## config.mk

```make
export PLATFORM = sky130hd
export DESIGN_NAME = plist_ctrl
export DESIGN_NICKNAME = d
export VERILOG_FILES = /design/src/design/plist_pkg.sv /design/src/design/plist_ctrl.sv
export SDC_FILE = /design/constraint.sdc
export NUM_CORES = 1
export LEC_CHECK = 0
export BUFFER_PORTS_ARGS = -buffer_cell sky130_fd_sc_hd__buf_2
export CAP_MARGIN = 40
export CORE_MARGIN = 4
export CORE_UTILIZATION = 45
export CTS_CLUSTER_DIAMETER = 150
export DETAILED_ROUTE_END_ITERATION = 10
export PLACE_DENSITY = 0.82
export SYNTH_ARGS = -nofsm -noshare
export SYNTH_HDL_FRONTEND = slang
export SYNTH_SLANG_ARGS = --single-unit
```

## constraint.sdc

```tcl
create_clock -name clk -period 2.23 [get_ports clk]
set_input_delay 0.223 -clock clk [delete_from_list [all_inputs] [get_ports clk]]
set_output_delay 0.223 -clock clk [all_outputs]
set_load 0.01 [all_outputs]
```

## src/design/plist_pkg.sv

```systemverilog
// plist_pkg: shared types, codes and widths for the positional list engine.
// No dependencies; imported by plist_ctrl, plist_dpath, positional_list_engine and tb_top.

package plist_pkg;

	localparam int CAPACITY_DEF = 64;
	localparam int REQ_W = 3;
	localparam int POS_W = 6;
	localparam int KEY_W = 31;
	localparam int PAY_W = 64;
	localparam int CNT_W = 7;
	localparam int ST_W  = 3;

	typedef enum logic [REQ_W-1:0] {
		REQ_INS_FRONT = 3'd0,
		REQ_INS_END   = 3'd1,
		REQ_INS_AT    = 3'd2,
		REQ_DEL_FRONT = 3'd3,
		REQ_DEL_END   = 3'd4,
		REQ_DEL_AT    = 3'd5,
		REQ_FIND      = 3'd6
	} req_code_t;

	typedef enum logic [ST_W-1:0] {
		ST_OK       = 3'd0,
		ST_EMPTY    = 3'd1,
		ST_FULL     = 3'd2,
		ST_BADPOS   = 3'd3,
		ST_NOTFOUND = 3'd4
	} status_t;

	typedef struct packed {
		logic [REQ_W-1:0] req_type;
		logic [POS_W-1:0] position;
		logic [KEY_W-1:0] key;
		logic [PAY_W-1:0] payload;
	} req_t;

	typedef struct packed {
		logic [ST_W-1:0]  status;
		logic [POS_W-1:0] found_position;
		logic [KEY_W-1:0] entry_key;
		logic [PAY_W-1:0] entry_payload;
		logic [CNT_W-1:0] entry_count;
	} rsp_t;

	typedef struct packed {
		logic [KEY_W-1:0] key;
		logic [PAY_W-1:0] payload;
	} entry_t;

	typedef enum logic [3:0] {
		S_IDLE,
		S_DECODE,
		S_INS_SHIFT,
		S_INS_DRAIN,
		S_INS_PUT,
		S_DEL_CAP,
		S_DEL_SHIFT,
		S_DEL_DRAIN,
		S_FIND
	} state_t;

	typedef enum logic [2:0] {
		PTR_HOLD,
		PTR_LOAD_AT,
		PTR_LOAD_TOP,
		PTR_LOAD_ZERO,
		PTR_INC,
		PTR_DEC
	} ptr_op_t;

	typedef enum logic [1:0] {
		POS_ZERO,
		POS_AT,
		POS_IDX
	} pos_sel_t;

	typedef enum logic [1:0] {
		ENT_ZERO,
		ENT_HELD,
		ENT_RDATA
	} ent_sel_t;

	typedef enum logic [1:0] {
		CNT_HOLD,
		CNT_INC,
		CNT_DEC
	} cnt_op_t;

	typedef struct packed {
		logic     latch;
		ptr_op_t  ptr_op;
		logic     shift_rd;
		logic     shift_up;
		logic     cmp_rd;
		logic     cap_rd;
		logic     put_new;
		logic     finish;
		status_t  fin_status;
		pos_sel_t pos_sel;
		ent_sel_t ent_sel;
		cnt_op_t  cnt_op;
	} cmd_t;

	typedef struct packed {
		logic [REQ_W-1:0] req_type;
		logic             full;
		logic             empty;
		logic             badpos;
		logic             noshift;
		logic             ptr_eq_at;
		logic             ptr_eq_top;
		logic             cmp_hit;
		logic             cmp_last;
	} dp_sts_t;

endpackage

```

## src/design/plist_ctrl.sv

```systemverilog
// plist_ctrl: request sequencer for the positional list engine.
// Depends on plist_pkg; drives plist_dpath through cmd_t and reads dp_sts_t.

module plist_ctrl (
	input  logic               clk,
	input  logic               arst_n,
	input  logic               start,
	output logic               busy,
	input  plist_pkg::dp_sts_t sts,
	output plist_pkg::cmd_t    cmd
);
	import plist_pkg::*;

	state_t state_q, state_d;

	always_ff @(posedge clk or negedge arst_n) begin
		if (!arst_n) begin
			state_q <= S_IDLE;
		end else begin
			state_q <= state_d;
		end
	end

	assign busy = (state_q != S_IDLE);

	always_comb begin
		state_d = state_q;
		unique case (state_q)
			S_IDLE: begin
				if (start) state_d = S_DECODE;
			end
			S_DECODE: begin
				case (sts.req_type) inside
					REQ_INS_FRONT, REQ_INS_END, REQ_INS_AT: begin
						if (sts.full || sts.badpos) state_d = S_IDLE;
						else if (sts.noshift) state_d = S_INS_PUT;
						else state_d = S_INS_SHIFT;
					end
					REQ_DEL_FRONT, REQ_DEL_END, REQ_DEL_AT: begin
						if (sts.empty || sts.badpos) state_d = S_IDLE;
						else state_d = S_DEL_CAP;
					end
					REQ_FIND: begin
						if (sts.empty) state_d = S_IDLE;
						else state_d = S_FIND;
					end
					default: state_d = S_IDLE;
				endcase
			end
			S_INS_SHIFT: begin
				if (sts.ptr_eq_at) state_d = S_INS_DRAIN;
			end
			S_INS_DRAIN: state_d = S_INS_PUT;
			S_INS_PUT:   state_d = S_IDLE;
			S_DEL_CAP: begin
				state_d = sts.noshift ? S_DEL_DRAIN : S_DEL_SHIFT;
			end
			S_DEL_SHIFT: begin
				if (sts.ptr_eq_top) state_d = S_DEL_DRAIN;
			end
			S_DEL_DRAIN: state_d = S_IDLE;
			S_FIND: begin
				if (sts.cmp_hit || sts.cmp_last) state_d = S_IDLE;
			end
			default: state_d = S_IDLE;
		endcase
	end

	always_comb begin
		cmd            = '0;
		cmd.ptr_op     = PTR_HOLD;
		cmd.fin_status = ST_OK;
		cmd.pos_sel    = POS_ZERO;
		cmd.ent_sel    = ENT_ZERO;
		cmd.cnt_op     = CNT_HOLD;
		unique case (state_q)
			S_IDLE: begin
				cmd.latch = start;
			end
			S_DECODE: begin
				case (sts.req_type) inside
					REQ_INS_FRONT, REQ_INS_END, REQ_INS_AT: begin
						if (sts.full) begin
							cmd.finish     = 1'b1;
							cmd.fin_status = ST_FULL;
						end else if (sts.badpos) begin
							cmd.finish     = 1'b1;
							cmd.fin_status = ST_BADPOS;
						end else if (!sts.noshift) begin
							cmd.ptr_op = PTR_LOAD_TOP;
						end
					end
					REQ_DEL_FRONT, REQ_DEL_END, REQ_DEL_AT: begin
						if (sts.empty) begin
							cmd.finish     = 1'b1;
							cmd.fin_status = ST_EMPTY;
						end else if (sts.badpos) begin
							cmd.finish     = 1'b1;
							cmd.fin_status = ST_BADPOS;
						end else begin
							cmd.ptr_op = PTR_LOAD_AT;
						end
					end
					REQ_FIND: begin
						if (sts.empty) begin
							cmd.finish     = 1'b1;
							cmd.fin_status = ST_EMPTY;
						end else begin
							cmd.ptr_op = PTR_LOAD_ZERO;
						end
					end
					default: cmd.finish = 1'b1;
				endcase
			end
			S_INS_SHIFT: begin
				cmd.shift_rd = 1'b1;
				cmd.shift_up = 1'b1;
				cmd.ptr_op   = PTR_DEC;
			end
			S_INS_DRAIN: begin
			end
			S_INS_PUT: begin
				cmd.put_new = 1'b1;
				cmd.finish  = 1'b1;
				cmd.pos_sel = POS_AT;
				cmd.cnt_op  = CNT_INC;
			end
			S_DEL_CAP: begin
				cmd.cap_rd = 1'b1;
				cmd.ptr_op = PTR_INC;
			end
			S_DEL_SHIFT: begin
				cmd.shift_rd = 1'b1;
				cmd.ptr_op   = PTR_INC;
			end
			S_DEL_DRAIN: begin
				cmd.finish  = 1'b1;
				cmd.pos_sel = POS_AT;
				cmd.ent_sel = ENT_HELD;
				cmd.cnt_op  = CNT_DEC;
			end
			S_FIND: begin
				cmd.cmp_rd = 1'b1;
				cmd.ptr_op = PTR_INC;
				if (sts.cmp_hit) begin
					cmd.finish  = 1'b1;
					cmd.pos_sel = POS_IDX;
					cmd.ent_sel = ENT_RDATA;
				end else if (sts.cmp_last) begin
					cmd.finish     = 1'b1;
					cmd.fin_status = ST_NOTFOUND;
				end
			end
			default: begin
			end
		endcase
	end

endmodule

```

Yosys cells after proc, flatten, opt, wreduce, memory -nomap -nowiden

Cells that the tools add are included.

Muxes and demuxes: 48
Reductions and logical operators: 12
Equal/unequal tests: 18

Operators with widths:

| operator                                       | count |
|---|---|
| 2-to-1 mux 4 bit                               | 14 |
| 2-to-1 mux 3 bit                               | 11 |
| case mux 4 bit (7 select lines)                | 1 |
| == test 4 x 3 -> 1 bit (second input constant) | 4 |
| 2-to-1 mux 1 bit                               | 13 |
| case mux 2 bit (2 select lines)                | 3 |
| == test 3 bit (second input constant)          | 3 |
| case mux 3 bit (3 select lines)                | 1 |
| OR reduction 3 bit                             | 3 |
| == test 4 x 2 -> 1 bit (second input constant) | 2 |
| != test 2 bit (second input constant)          | 4 |
| == test 3 x 2 -> 1 bit (second input constant) | 2 |
| 2-to-1 mux 2 bit                               | 3 |
| case mux 3 bit (2 select lines)                | 1 |
| == test 4 x 1 -> 1 bit (second input constant) | 1 |
| == test 4 bit (second input constant)          | 1 |
| zero test 4 bit                                | 1 |
| AND reduction 4 bit                            | 1 |
| nonzero test 4 bit                             | 1 |
| OR reduction 2 bit                             | 2 |
| == test 3 x 1 -> 1 bit (second input constant) | 1 |
| zero test 3 bit                                | 1 |
| logical OR 1 bit                               | 3 |
| case mux 1 bit (3 select lines)                | 1 |

Word-level logic and storage cells: 79
Register bits: 4
Bits of input ports: 14
Output and inout port bits: 20

Logic depth before layout (Yosys ltp)

Depth in word-level cells: 5
Mapped depth: 6
Mapped depth without buffers: 4

Least setup slack after synthesis

OpenSTA, ideal clock, no wires.

Path type: register to output
Start point: register state_q[2]
End point: output cmd[5] (netlist name)
Arrival time: 1325 ps
Buffers on the path: 1
Data required time: 2007 ps
Slack: 682 ps
Cell stages (with the launch flop): 6
Cells stage by stage: dfrtp_1 nand2b_1 or3_4 inv_2 and2_1 buf_4

RTL lines:

| item                   | RTL line         | text |
|---|---|---|
| start, declared        | plist_ctrl.sv:14 | `state_t state_q, state_d;` |
| start signal, assigned | plist_ctrl.sv:20 | `state_q <= state_d;` |
| end, declared          | plist_ctrl.sv:10 | `output plist_pkg::cmd_t cmd` |

==> impl_metrics.py <==
metrics = {
    "yosys": {
        "ys_seq_area_share_pct": 17.1,
        "synth-seq-cells": 4,
        "synth_nets": 96,
        "synth.top_cell.area_share_pct": 17.1,
        "synth_mux_area_share_pct": 3.64,
        "synth_area_um2": 584,
        "synth.top_cells.by_area": "dfrtp_1 (17%), a21oi_1 (7.7%), nand2b_1 (7.5%), nor2_1 (6.4%), buf_4 (5.1%)",
        "synth-xor-area-share_pct": 1.50,
        "ys_warn_count": 0,
        "post_synth_and_or_nand_nor_area_fraction_pct": 41.1,
        "synth_compound_gate_area_share_pct": 27.2,
        "synth_cell_types": 35,
        "syn_inst": 82,
        "syn_area_per_cell_um2": 7.13,
        "synth_adder_area_share_pct": 0,
        "yosysTopAreaCell": "dfrtp_1",
        "synth_top_family_by_area": "simple AND/OR/NAND/NOR gates",
    },
    "global_routing": {
        "grt_max_degree": 16,
        "grt_pass1_vias": 597,
        "grt_usage_pct": 16.8,
        "grt_pass1_wl_um": 2570,
        "overflow": 0,
        "antenna_found_initial": 0,
    },
    "timing": {
        "finalHoldViolCount": 0,
        "fmax_mhz": 512,
        "rsz0062_at_grt": "false",
        "slew-limit-headroom_pct": 71.2,
        "final.period_utilization_pct": 87.6,
        "worst_slew_pin_slew_ns": 0.433,
        "tns_ns": 0,
        "period_needed_ns": 1.95,
        "setup_viol": 0,
        "clock_skew_ns": 0.000999,
        "maxSlewViolCount": 0,
        "whs_ns": 0.245,
    },
    "setup_path": {
        "worstPathCellList": "nand2b_1 > nor3_2 > nand2b_1 > a211oi_1 > buf_2",
        "crit_path_start_kind": "flip-flop",
        "critPathMaxFanout": 15,
        "cp_common_cell": "nand2b_1",
        "critPathArrivalTime_ns": 1.73,
        "r2r_slack_ns": 0.74,
        "critPathCaptureType": "primary output",
        "crit_slowest_cell": "dfrtp_1",
        "path_depth": 5,
        "critical_path_class": "flip-flop to primary output",
        "crit_buf_inv": 1,
        "cp_top_family": "flip-flops",
        "worst-endpoint-required_ns": 2.01,
        "reg2reg_from": "state_q[2]",
        "cpPeakStageDelay_ns": 0.59,
        "worstReg2RegEnd": "state_q[3]",
        "r2r_cells": 3,
    },
    "power": {
        "power_leakage_nw": 0.386,
        "internal_power_w": 0.000389,
        "total_power_w": 0.000792,
        "p_seq_share_pct": 24.0,
        "peakVddDrop_uv": 462,
        "combPwrFrac_pct": 65.0,
        "p_clk_share_pct": 11.1,
        "power.density_nw_per_um2": 1040,
        "p_switching_w": 0.000403,
        "swShare_pct": 50.9,
    },
    "detailed_routing": {
        "totalWireLength_um": 1620,
        "wl_per_cell_um": 12.7,
        "drc": 0,
        "ant_nets": 0,
        "first_iter_violations": 21,
        "drtPass1Iterations": 7,
        "routed_via_density": 5.55,
        "vias": 705,
    },
    "layout": {
        "syn_to_final_growth_pct": 30.0,
        "drive_above_1_share_pct": 39.8,
        "num_antenna_cells": 0,
        "final_nets": 129,
        "top_register": "state_q",
        "largest_register_ffs": 4,
        "final_util_pct": 64.9,
        "reg_top3": "state_q: 4 flops",
    },
    "floorplanning": {
        "core_area_um2": 1170,
        "die_w_um": 44.0,
        "rows": 12,
        "start_util_pct": 49.9,
        "dieArea_um2": 1940,
        "die_h_um": 44.0,
        "top_level_ports": 34,
    },
    "clocking": {
        "clk_pin_slew_ns": 0.04,
        "clk_latency_ns": 0.23,
        "cts_setup_buffers": 0,
        "ctsHoldBuffers": 1,
        "clock_tree.root_cell": "clkbuf_4",
        "clockBufferDepth": 2,
        "cts_resized": 0,
        "cts_tree": "yes",
        "htreeDepth": 1,
        "cts_buffers": 3,
        "numClockSinks": 4,
    },
    "place": {
        "dpl.hpwl_um": 1300,
        "gp_congestion": 0.787,
        "portBuffers": 33,
    },
    "outcome": {
        "outcome": "complete, no violations",
    },
    "min_path": {
        "hold_start": "sts[0]",
        "hold_path_depth": 2,
        "hp-class": "input port to flip-flop",
        "hold_end": "state_q[3]",
    },
    "flow_run": {
        "cap_violations": 0,
    },
}
-- metrics by stage --
step	std cells	instance area, um2	worst slack (ns)
floorplan	82	584	0.682
global placement	123	727	0.587
detailed placement	123	727	0.532
CTS	127	759	0.284
global route	127	759	0.0870
finish	127	759	0.275
-- power groups by stage --
stage          Combinational (W)  Clock (W)  Sequential [W]
2_1_floorplan           0.000431          0        0.000122
3_3_place_gp            0.000507          0        0.000183
3_5_place_dp            0.000512          0        0.000187
4_1_cts                 0.000515  0.0000887        0.000187
5_1_grt                 0.000574  0.0000915        0.000201
6_report                0.000514  0.0000877        0.000190
-- logic make-up after synthesis --
logic type	Yosys count
AO/OA/AOI/OAI	22
XOR/XNOR	1
buffers and inverters	10
flip-flops	4
multiplexers	2
AND/OR/NAND/NOR	43
-- synth_stat cells --
cell type and n:
or3_1 1, and3_1 1, o21bai_1 1, a2111oi_2 1, buf_4 4, a21oi_1 9, mux2_2 1, nor3b_2 1
o22ai_1 2, a211o_1 1, a21o_1 1, mux2i_1 1, dfrtp_1 4, nand3_1 5, xnor2_1 1, nor2b_1 2
buf_2 2, nand3b_1 1, o32ai_2 1, nor2_1 10, or3_4 1, inv_2 2, o21ai_0 2, inv_1 2
a211oi_1 1, nor3b_1 2, nand2b_1 7, nor3_1 3, a221oi_2 1, o21ai_1 1, nand2_1 6, a221oi_1 1
and4_1 1, nor3_2 1, and2_1 1
-- layout make-up --
class                   instances  area, um2
clock buffers                   3       22.5
fillers                       117        412
inverters                       4       15.0
multi-input cells              68        429
flip-flops and latches          4        100
well taps                      14       17.5
repair buffers                 34        175
-- layout by cell type, fill, tap and decap left out, types with 2 or more instances in the layout --
master and n:
nor3_1 3, nand2_1 6, inv_1 2, inv_2 2, o22ai_1 2, nor2b_1 2
nand2b_1 7, nor2_1 10, a21oi_1 9, buf_2 33, nor3b_1 2, clkbuf_4 3
o21ai_0 2, nand3_1 5, dfrtp_1 4
-- per-layer routing --
metal | global-route usage (%) | vias to the layer above | part of all wire [%]
li1 | - | 361 | -
met1 | 22.1 | 306 | 40
met2 | 29.4 | 38 | 50
met3 | 1.63 | 0 | 9.5
met4 | 3.61 | 0 | 0
met5 | 0 | - | 0
-- how the worst max path moves through the flow --
stage	start	slack, ns	to
2_1_floorplan	state_q[2]	0.68	cmd[5]
3_3_place_gp	state_q[1]	0.59	cmd[7]
3_5_place_dp	state_q[1]	0.53	cmd[7]
4_1_cts	state_q[1]	0.28	cmd[7]
5_1_grt	state_q[0]	0.09	cmd[7]
6_report	state_q[0]	0.28	cmd[7]
(Power assumes the default switching activity.)
